## src/design/vihq_pkg.sv

```systemverilog
// Shared constants and types of the voted input hold qualifier
package vihq_pkg;

  // Sample window and lane split
  localparam int SAMPLE_COUNT = 8;
  localparam int FIELD_W      = 8;
  localparam int LANE_W       = 4;
  localparam int LANES        = (SAMPLE_COUNT + LANE_W - 1) / LANE_W;
  localparam int WIN_W        = LANES * LANE_W;
  localparam int LANE_CNT_W   = $clog2(LANE_W + 1);
  localparam int CNT_W        = $clog2(SAMPLE_COUNT + 1);
  localparam int VOTES_W      = 4;
  localparam int CMP_W        = (CNT_W > VOTES_W) ? CNT_W : VOTES_W;

  // Timer and configuration port
  localparam int HOLD_W      = 16;
  localparam int CFG_IDX_W   = 2;
  localparam int CFG_DATA_W  = 16;
  localparam logic [HOLD_W-1:0] ELAPSED_MAX = {HOLD_W{1'b1}};
  localparam logic [VOTES_W-1:0] MIN_VOTES_RST = VOTES_W'(5);
  localparam logic [HOLD_W-1:0]  HOLD_TICKS_RST = HOLD_W'(10);

  // Register indexes
  typedef enum logic [CFG_IDX_W-1:0] {
    REG_INVERT    = 2'd0,
    REG_BLOCK     = 2'd1,
    REG_MIN_VOTES = 2'd2,
    REG_HOLD      = 2'd3
  } cfg_reg_t;

  typedef struct packed {
    logic                invert_input;
    logic                block_qualify;
    logic [VOTES_W-1:0]  min_votes;
    logic [HOLD_W-1:0]   hold_ticks;
  } vihq_cfg_t;

  typedef struct packed {
    logic real_level;
    logic qualified_level;
    logic change_event;
    logic ack_pending;
  } vihq_result_t;

endpackage

```

## src/design/vihq_if.sv

```systemverilog
// Valid/ready channel interfaces for input and result words
interface vihq_in_if;
  import vihq_pkg::*;
  logic               valid;
  logic               ready;
  logic               mode;
  logic [FIELD_W-1:0] sample_bits;
  modport source (output valid, mode, sample_bits, input ready);
  modport sink   (input valid, mode, sample_bits, output ready);
endinterface

interface vihq_out_if;
  logic valid;
  logic ready;
  logic real_level;
  logic qualified_level;
  logic change_event;
  logic ack_pending;
  modport source (output valid, real_level, qualified_level, change_event, ack_pending,
                  input ready);
  modport sink   (input valid, real_level, qualified_level, change_event, ack_pending,
                  output ready);
endinterface

```

## src/design/vihq_lane.sv

```systemverilog
// One vote lane: counts active samples in its slice of the window
module vihq_lane (
  input  logic [vihq_pkg::LANE_W-1:0]     samples,
  input  logic [vihq_pkg::LANE_W-1:0]     in_range,
  output logic [vihq_pkg::LANE_CNT_W-1:0] active_cnt
);
  import vihq_pkg::*;

  // Count low samples that fall inside the window
  always_comb begin
    active_cnt = '0;
    for (int i = 0; i < LANE_W; i++) begin
      active_cnt = active_cnt + LANE_CNT_W'(in_range[i] & ~samples[i]);
    end
  end
endmodule

```

## src/design/vihq_core.sv

```systemverilog
// Merge of lane counts, vote decision and hold qualification state
module vihq_core (
  input  logic                                             clk,
  input  logic                                             rst_n,
  input  vihq_pkg::vihq_cfg_t                              cfg,
  input  logic                                             fire,
  input  logic                                             mode,
  input  logic [vihq_pkg::LANES-1:0][vihq_pkg::LANE_CNT_W-1:0] lane_cnt,
  output vihq_pkg::vihq_result_t                           result
);
  import vihq_pkg::*;

  logic              real_r, real_nxt;
  logic              qual_r, qual_nxt;
  logic              pend_r, pend_nxt;
  logic              counting_r, counting_nxt;
  logic [HOLD_W-1:0] elapsed_r, elapsed_nxt;
  logic [CNT_W-1:0]  active;
  logic [CNT_W-1:0]  inactive;
  logic              active_hit;
  logic              inactive_hit;
  logic              chg;

  // Merge the lane counts
  always_comb begin
    active = '0;
    for (int l = 0; l < LANES; l++) begin
      active = active + CNT_W'(lane_cnt[l]);
    end
  end

  assign inactive     = CNT_W'(SAMPLE_COUNT) - active;
  assign active_hit   = CMP_W'(active) >= CMP_W'(cfg.min_votes);
  assign inactive_hit = CMP_W'(inactive) >= CMP_W'(cfg.min_votes);

  // Work out the next state for the word at the input
  always_comb begin
    real_nxt     = real_r;
    qual_nxt     = qual_r;
    pend_nxt     = pend_r;
    counting_nxt = counting_r;
    elapsed_nxt  = elapsed_r;
    chg          = 1'b0;
    if (mode) begin
      pend_nxt = 1'b0;
    end else begin
      if (active_hit) begin
        real_nxt = ~cfg.invert_input;
      end else if (inactive_hit) begin
        real_nxt = cfg.invert_input;
      end
      if (counting_r && elapsed_r != ELAPSED_MAX) begin
        elapsed_nxt = elapsed_r + 1'b1;
      end
      if (!cfg.block_qualify) begin
        if (!qual_r && !pend_r) begin
          if (real_nxt && !counting_r) begin
            // start the hold timer
            counting_nxt = 1'b1;
            elapsed_nxt  = '0;
          end else if (!real_nxt) begin
            counting_nxt = 1'b0;
          end else if (elapsed_nxt > cfg.hold_ticks) begin
            qual_nxt = 1'b1;
            chg      = 1'b1;
          end
        end else if (!real_nxt && !pend_r) begin
          // release: restart the timer but leave it running as it was
          qual_nxt    = 1'b0;
          elapsed_nxt = '0;
          chg         = 1'b1;
        end
      end
      if (chg) begin
        pend_nxt = 1'b1;
      end
    end
  end

  // Advance the state on an accepted word
  always_ff @(posedge clk) begin
    if (!rst_n) begin
      real_r     <= 1'b0;
      qual_r     <= 1'b0;
      pend_r     <= 1'b0;
      counting_r <= 1'b0;
      elapsed_r  <= '0;
    end else if (fire) begin
      real_r     <= real_nxt;
      qual_r     <= qual_nxt;
      pend_r     <= pend_nxt;
      counting_r <= counting_nxt;
      elapsed_r  <= elapsed_nxt;
    end
  end

  assign result = '{real_level:      real_nxt,
                    qualified_level: qual_nxt,
                    change_event:    chg,
                    ack_pending:     pend_nxt};
endmodule

```

## src/design/vihq_out_buf.sv

```systemverilog
// Output register with a skid entry behind it
module vihq_out_buf (
  input  logic                   clk,
  input  logic                   rst_n,
  input  logic                   push,
  input  vihq_pkg::vihq_result_t push_word,
  output logic                   can_push,
  vihq_out_if.source             out_ch
);
  import vihq_pkg::*;

  logic         out_valid_r, out_valid_nxt;
  logic         skid_valid_r, skid_valid_nxt;
  vihq_result_t out_word_r, out_word_nxt;
  vihq_result_t skid_word_r, skid_word_nxt;
  logic         pop;

  assign pop      = out_valid_r && out_ch.ready;
  assign can_push = !skid_valid_r;

  // Refill the output from the skid entry first, then from the input; else park a pushed word in the skid entry
  always_comb begin
    out_valid_nxt  = out_valid_r;
    skid_valid_nxt = skid_valid_r;
    out_word_nxt   = out_word_r;
    skid_word_nxt  = skid_word_r;
    if (!out_valid_r || pop) begin
      if (skid_valid_r) begin
        out_word_nxt   = skid_word_r;
        out_valid_nxt  = 1'b1;
        skid_valid_nxt = 1'b0;
      end else begin
        out_word_nxt  = push_word;
        out_valid_nxt = push;
      end
    end else if (push) begin
      skid_word_nxt  = push_word;
      skid_valid_nxt = 1'b1;
    end
  end

  always_ff @(posedge clk) begin
    if (!rst_n) begin
      out_valid_r  <= 1'b0;
      skid_valid_r <= 1'b0;
    end else begin
      out_valid_r  <= out_valid_nxt;
      skid_valid_r <= skid_valid_nxt;
    end
  end

  // Hold payload without reset
  always_ff @(posedge clk) begin
    out_word_r  <= out_word_nxt;
    skid_word_r <= skid_word_nxt;
  end

  assign out_ch.valid           = out_valid_r;
  assign out_ch.real_level      = out_word_r.real_level;
  assign out_ch.qualified_level = out_word_r.qualified_level;
  assign out_ch.change_event    = out_word_r.change_event;
  assign out_ch.ack_pending     = out_word_r.ack_pending;
endmodule

```

## src/design/voted_input_hold_qualifier.sv

```systemverilog
// A result word is registered into the output register, or into the skid entry while that register waits.
// Throughput: one word per cycle while the skid entry is empty; vote lanes, merge and next state are combinational.
// A register plus skid entry at the output keeps input open while one result waits.
// Input stalls only once both output entries hold undelivered words.
// Reset (synchronous, active low) clears control state and loads register defaults; result payload is not reset.
module voted_input_hold_qualifier (
  input  logic                            clk,
  input  logic                            rst_n,
  vihq_in_if.sink                         in_ch,
  vihq_out_if.source                      out_ch,
  input  logic                            cfg_we,
  input  logic [vihq_pkg::CFG_IDX_W-1:0]  cfg_index,
  input  logic [vihq_pkg::CFG_DATA_W-1:0] cfg_wdata
);
  import vihq_pkg::*;

  vihq_cfg_t                         cfg_r, cfg_nxt;
  logic [WIN_W-1:0]                  window;
  logic [WIN_W-1:0]                  in_range;
  logic [LANES-1:0][LANE_CNT_W-1:0]  lane_cnt;
  vihq_result_t                      result;
  logic                              can_push;
  logic                              in_fire;

  // Decode configuration writes
  always_comb begin
    cfg_nxt = cfg_r;
    if (cfg_we) begin
      unique case (cfg_reg_t'(cfg_index))
        REG_INVERT:    cfg_nxt.invert_input  = cfg_wdata[0];
        REG_BLOCK:     cfg_nxt.block_qualify = cfg_wdata[0];
        REG_MIN_VOTES: cfg_nxt.min_votes     = cfg_wdata[VOTES_W-1:0];
        REG_HOLD:      cfg_nxt.hold_ticks    = cfg_wdata[HOLD_W-1:0];
        default:       cfg_nxt = cfg_r;
      endcase
    end
  end

  always_ff @(posedge clk) begin
    if (!rst_n) begin
      cfg_r <= '{invert_input:  1'b0,
                 block_qualify: 1'b0,
                 min_votes:     MIN_VOTES_RST,
                 hold_ticks:    HOLD_TICKS_RST};
    end else begin
      cfg_r <= cfg_nxt;
    end
  end

  // Spread the window over the lanes; positions past the field read active
  for (genvar i = 0; i < WIN_W; i++) begin : g_win
    if (i < FIELD_W) begin : g_field
      assign window[i] = in_ch.sample_bits[i];
    end else begin : g_pad
      assign window[i] = 1'b0;
    end
    assign in_range[i] = (i < SAMPLE_COUNT);
  end

  for (genvar l = 0; l < LANES; l++) begin : g_lane
    vihq_lane u_lane (
      .samples    (window[l*LANE_W +: LANE_W]),
      .in_range   (in_range[l*LANE_W +: LANE_W]),
      .active_cnt (lane_cnt[l])
    );
  end

  assign in_ch.ready = can_push;
  assign in_fire     = in_ch.valid && can_push;

  vihq_core u_core (
    .clk      (clk),
    .rst_n    (rst_n),
    .cfg      (cfg_r),
    .fire     (in_fire),
    .mode     (in_ch.mode),
    .lane_cnt (lane_cnt),
    .result   (result)
  );

  vihq_out_buf u_out_buf (
    .clk       (clk),
    .rst_n     (rst_n),
    .push      (in_fire),
    .push_word (result),
    .can_push  (can_push),
    .out_ch    (out_ch)
  );
endmodule

```

## src/flat_wrapper.sv

```systemverilog
// flat-port wrapper written by rule: the top's interface ports become plain ports
module voted_input_hold_qualifier_flat import vihq_pkg::*;
  (clk, rst_n, cfg_we, cfg_index, cfg_wdata, in_ch_valid, in_ch_mode, in_ch_sample_bits, in_ch_ready, out_ch_valid, out_ch_real_level, out_ch_qualified_level, out_ch_change_event, out_ch_ack_pending, out_ch_ready);
  vihq_in_if in_ch_i ();
  vihq_out_if out_ch_i ();
  input  logic clk;
  input  logic rst_n;
  input  logic cfg_we;
  input  logic [vihq_pkg::CFG_IDX_W-1:0] cfg_index;
  input  logic [vihq_pkg::CFG_DATA_W-1:0] cfg_wdata;
  input wire logic [$bits(in_ch_i.valid)-1:0] in_ch_valid;
  input wire logic [$bits(in_ch_i.mode)-1:0] in_ch_mode;
  input wire logic [$bits(in_ch_i.sample_bits)-1:0] in_ch_sample_bits;
  output wire logic [$bits(in_ch_i.ready)-1:0] in_ch_ready;
  output wire logic [$bits(out_ch_i.valid)-1:0] out_ch_valid;
  output wire logic [$bits(out_ch_i.real_level)-1:0] out_ch_real_level;
  output wire logic [$bits(out_ch_i.qualified_level)-1:0] out_ch_qualified_level;
  output wire logic [$bits(out_ch_i.change_event)-1:0] out_ch_change_event;
  output wire logic [$bits(out_ch_i.ack_pending)-1:0] out_ch_ack_pending;
  input wire logic [$bits(out_ch_i.ready)-1:0] out_ch_ready;
  assign in_ch_i.valid = in_ch_valid;
  assign in_ch_i.mode = in_ch_mode;
  assign in_ch_i.sample_bits = in_ch_sample_bits;
  assign in_ch_ready = in_ch_i.ready;
  assign out_ch_valid = out_ch_i.valid;
  assign out_ch_real_level = out_ch_i.real_level;
  assign out_ch_qualified_level = out_ch_i.qualified_level;
  assign out_ch_change_event = out_ch_i.change_event;
  assign out_ch_ack_pending = out_ch_i.ack_pending;
  assign out_ch_i.ready = out_ch_ready;
  voted_input_hold_qualifier u_core (.clk(clk), .rst_n(rst_n), .in_ch(in_ch_i), .out_ch(out_ch_i), .cfg_we(cfg_we), .cfg_index(cfg_index), .cfg_wdata(cfg_wdata));
endmodule
```

## config.mk

```make
export PLATFORM = sky130hd
export DESIGN_NAME = voted_input_hold_qualifier_flat
export DESIGN_NICKNAME = d
export VERILOG_FILES = /design/src/design/vihq_pkg.sv /design/src/design/vihq_if.sv /design/src/design/vihq_lane.sv /design/src/design/vihq_core.sv /design/src/design/vihq_out_buf.sv /design/src/design/voted_input_hold_qualifier.sv /design/src/flat_wrapper.sv
export SDC_FILE = /design/constraint.sdc
export NUM_CORES = 1
export LEC_CHECK = 0
export BUFFER_PORTS_ARGS = -buffer_cell sky130_fd_sc_hd__buf_2
export CAP_MARGIN = 0
export CORE_UTILIZATION = 40
export CTS_BUF_LIST = sky130_fd_sc_hd__clkbuf_4 sky130_fd_sc_hd__clkbuf_8
export CTS_CLUSTER_SIZE = 40
export DETAILED_ROUTE_END_ITERATION = 16
export HOLD_SLACK_MARGIN = 0.1
export SLEW_MARGIN = 15
export SYNTH_ARGS = -nofsm -noshare
export SYNTH_HDL_FRONTEND = slang
export SYNTH_SLANG_ARGS = --single-unit
```

## constraint.sdc

```tcl
create_clock -name clk -period 7.7 [get_ports clk]
set_input_delay 1.54 -clock clk [delete_from_list [all_inputs] [get_ports clk]]
set_output_delay 1.54 -clock clk [all_outputs]
set_load 0.01 [all_outputs]
```

==> summary.txt <==
Worst setup path
  – Crit path from: in_ch_sample_bits[4]
  – Path depth of the worst reg2reg path: 13
  – Worst path cell trace: buf_2 > fa_1 > inv_1 > fa_1 > fa_1 > ha_1 > fa_1 > inv_1 > ha_1 > xnor2_1 > ha_1 > or2_2 > a21oi_1 > o221ai_1 > nand3_4 > mux2i_4 > nand3_2 > o22ai_1
  – R2r endpoint: u_core.u_out_buf.out_ch.change_event
  – R2R Setup Slk: 3600 ps
  – Most used cell, CP: fa_1
  – CP startpoint kind: input pin
  – Worst path arrival time: 6500 ps
  – Crit. End Element: flip-flop
  – Reg2reg start: u_core.u_core.counting_r
  – Worst path required time: 7930 ps
  – Largest stage delay, worst path: between 500 and 600 ps
  – Crit Path Max Fanout: 18
  – CP max-delay cell: mux2i_4
  – Setup CP Type: in -> reg

Timing
  – Minimum clock period: 6270 ps
  – Final setup viols: 0
  – Period utilization: about four fifths
  – Final Hold Viols: 0
  – Slew HR: 43.61%
  – Clk_skew: 10.18 ps
  – Setup TNS Final: 0 ps
  – Measured slew at the worst slew-check pin: approximately 840 ps
  – RSZ-0062 raised after global routing: false
  – Max-slew violations: 0
  – Fmax: 0.1595 GHz

Detailed routing
  – Vias per cell: 5.344
  – Detailed Route Iter0 Violations: ~150
  – 1st-pass router iterations: 4
  – Vias: 2811
  – Remaining DRCs: 0
  – Routed len/inst: 13.48 microns
  – Final WL: 7089 microns
  – Post-route ant nets: 0

Global route
  – Largest net degree at the start of global routing: 26
  – Antenna violations before repair: 0
  – Vias in the first global route: 2720
  – All-layer global routing usage: 17.33%
  – First-pass GRT wire length: 12020 microns
  – Total congestion overflow: 0

Die
  – Row cnt: 32
  – Die width: 92.79 microns
  – Die Area: 8609 sq um
  – Die height: 92.79 microns
  – I/O pins: 38
  – Core area: 7848 sq um
  – Initial core utilization: 42.01%

Synth
  – Post-synth cell types: 59
  – Yosys Warn Count: 0
  – Synth top area cells: dfxtp_1, ha_1, edfxtp_1
  – Avg Inst Size Synth: 8.432 sq um
  – Cell taking the most area after synthesis: dfxtp_1
  – Share of the synthesized area in the top cell type: 26.72%
  – Mapped Nets: roughly 460
  – Seq/Total Area, Yosys: 34.00%
  – Async set or reset register ratio after synthesis: 0%
  – Top FF cell, synth: dfxtp_1
  – Post-Syn Area: 3297 sq um
  – Post-Synthesis Cells: 391
  – FF+latch count, synth: 52
  – EDFF count, synth: 8

Power
  – Switching pwr: around 0.00024 W
  – Clock power frac: 32.2%
  – Int Pwr: 0.0005643 W
  – Total power: 0.0008031 W
  – Leakage dissipation: 1.551 nW
  – Sequential share of power: 36.5%
  – Power Density: 216.0 nW/um^2
  – VDD IR max: 0.09256 mV
  – Combinational share of power: 31.3%
  – Switching share of power: 29.73%

Clock network
  – TritonCTS Sinks: 52
  – Setup Buffers After CTS: 0
  – Root buffer cell: clkbuf_8
  – CTS tree: yes
  – Cts repair resizes: 0
  – Cts hold-fix bufs: 0
  – CTS Buf Count: 5
  – H-tree Lvls: 2
  – Worst-path clk slew: ~100 ps
  – Max clock buf depth: 2
  – Worst-Skew Late Latency: 310 ps

Min path
  – End of the worst hold path: u_core.cfg_r[11]
  – Hold Path Class: reg -> reg
  – Hold path depth: 2
  – HP Start: u_core.cfg_r[11]

Cells and area
  – Non-filler cells, final: 526
  – Synthesis-to-finish area growth: 12.79%
  – # diodes: 0
  – Post-layout net count: 487
  – Share of layout cells above drive strength 1: 15.33%

Run
  – Max Cap Violations: 0

Placement
  – I/O Buffers: 37
  – Routability Congestion: around 0.83
  – Placed cells: 518
  – Final HPWL DP: ~5300 microns

Outcome
  – Outcome: completed
==> synthesized netlist by cell type (all sizes together) (7+ instances only) <==
master	n
a31oi	9
nor2	18
nand3	16
nand4	10
and3	7
xnor2	9
o21ai	9
clkbuf	10
nand2	60
dfxtp	44
inv	40
ha	28
edfxtp	8
o22ai	9
a21oi	30
==> routing by layer <==
| layer | vias up | GRT usage [%] | part of all wire [%] |
|---|---|---|---|
| met4 | 0 | 5.256 | 1.3 |
| met2 | 58 | 31.37 | 49 |
| li1 | 1442 | - | - |
| met1 | 1303 | 20.65 | 46 |
| met5 | - | 0 | 0 |
| met3 | 8 | 3.038 | 3.6 |
==> how the worst max path moves through the flow <==
stage,endpoint,slack (ps),cells after the start
finish,u_core.u_core.elapsed_r[0],1430,18
detailed placement,u_core.u_core.elapsed_r[7],1110,18
CTS,u_core.u_core.elapsed_r[11],1440,18
global route,u_core.u_core.elapsed_r[11],1150,18
global placement,u_core.u_core.elapsed_r[13],1180,18
floorplan,u_core.u_core.elapsed_r[3],1760,17
==> through the flow <==
stage / hold WS, ps / instance area, sq um / utilization, % / setup WS (ps)
2_1_floorplan: 436.3 / 3297 / - / 1760
3_3_place_gp: 445.2 / 3560 / 45.36 / 1177
3_5_place_dp: 448.8 / 3560 / 45.36 / 1114
4_1_cts: 463.2 / 3719 / 47.39 / 1438
5_1_grt: 487.2 / 3719 / 47.39 / 1148
6_report: 459.6 / 3719 / 47.39 / 1430
==> layout by cell type (no fill, tap or decap), types with 2 or more instances in the layout <==
cell type and instances:
nand2_1 60, dfxtp_1 44, inv_1 40, buf_2 37, a21oi_1 30, ha_1 28, nor2_1 18, nand3_1 14
nand4_1 10, xnor2_1 9, a31oi_1 9, o22ai_1 9, edfxtp_1 8, o21ai_0 7, and3_1 6, o21a_1 5
mux2_2 5, nor3_1 5, mux2i_1 5, clkbuf_8 5, a21o_1 4, nor2b_1 4, xor2_1 4, fa_1 4
o211ai_1 3, or2_2 3, nand3b_1 3, nand2b_1 3, nor4_1 3, a31o_2 3, a22o_1 3, bufinv_16 3
or3_1 2, clkinv_1 2, o21ai_1 2
==> final cells by class <==
| class | count | area [sq um] |
|---|---|---|
| clock buffers | 5 | 68.82 |
| clock inverters | 3 | 90.09 |
| fillers | 822 | 4129 |
| flip-flops and latches | 52 | 1121 |
| repair buffers | 38 | 192.7 |
| multi-input cells | 284 | 1961 |
| well taps | 102 | 127.6 |
| inverters | 42 | 157.7 |
==> power groups by stage <==
stage,Sequential (W),Combinational [W],Clock [W]
floorplan,0.000299,0.000209,0
global placement,0.000299,0.000247,0
detailed placement,0.000300,0.000252,0
CTS,0.000293,0.000254,0.000265
global route,0.000295,0.000279,0.000272
finish,0.000293,0.000252,0.000258
==> state kept, by name (all words and copies together) (netlist names) <==
| register | count |
|---|---|
| u_core.u_out_buf.skid_word_r | 4 |
| u_core.u_out_buf.out_ch.ack_pending | 1 |
| u_core.u_core.qual_r | 1 |
| u_core.u_out_buf.out_ch.real_level | 1 |
| u_core.cfg_r | 22 |
| u_core.u_out_buf.out_ch.valid | 1 |
| u_core.u_out_buf.out_ch.change_event | 1 |
| u_core.u_core.elapsed_r | 16 |
| u_core.u_core.counting_r | 1 |
| u_core.u_out_buf.out_ch.qualified_level | 1 |
| u_core.u_core.real_r | 1 |
| u_core.u_out_buf.skid_valid_r | 1 |
| u_core.u_core.pend_r | 1 |
==> worst max-delay path: cells and delay by family <==
kind                       cells  cell delay (ps)
AOI/OAI and AO/OA              3              570
muxes                          1              570
buffers and inverters          3              220
adders and majority gates      7             2650
xor gates and xnor gates       1              160
and+or+nand+nor                3              770
==> cell families after synthesis <==
kind of cell / count (synthesis) / synth area share (%)
DFF: 52 / 34.00
AOI/OAI and AO/OA: 88 / 17.84
and+or+nand+nor: 140 / 21.21
buffers and inverters: 55 / 6.527
adders and majority gates: 32 / 13.06
xor gates and xnor gates: 13 / 3.454
muxes: 11 / 3.909
Power figures use the tool's default switching activity.
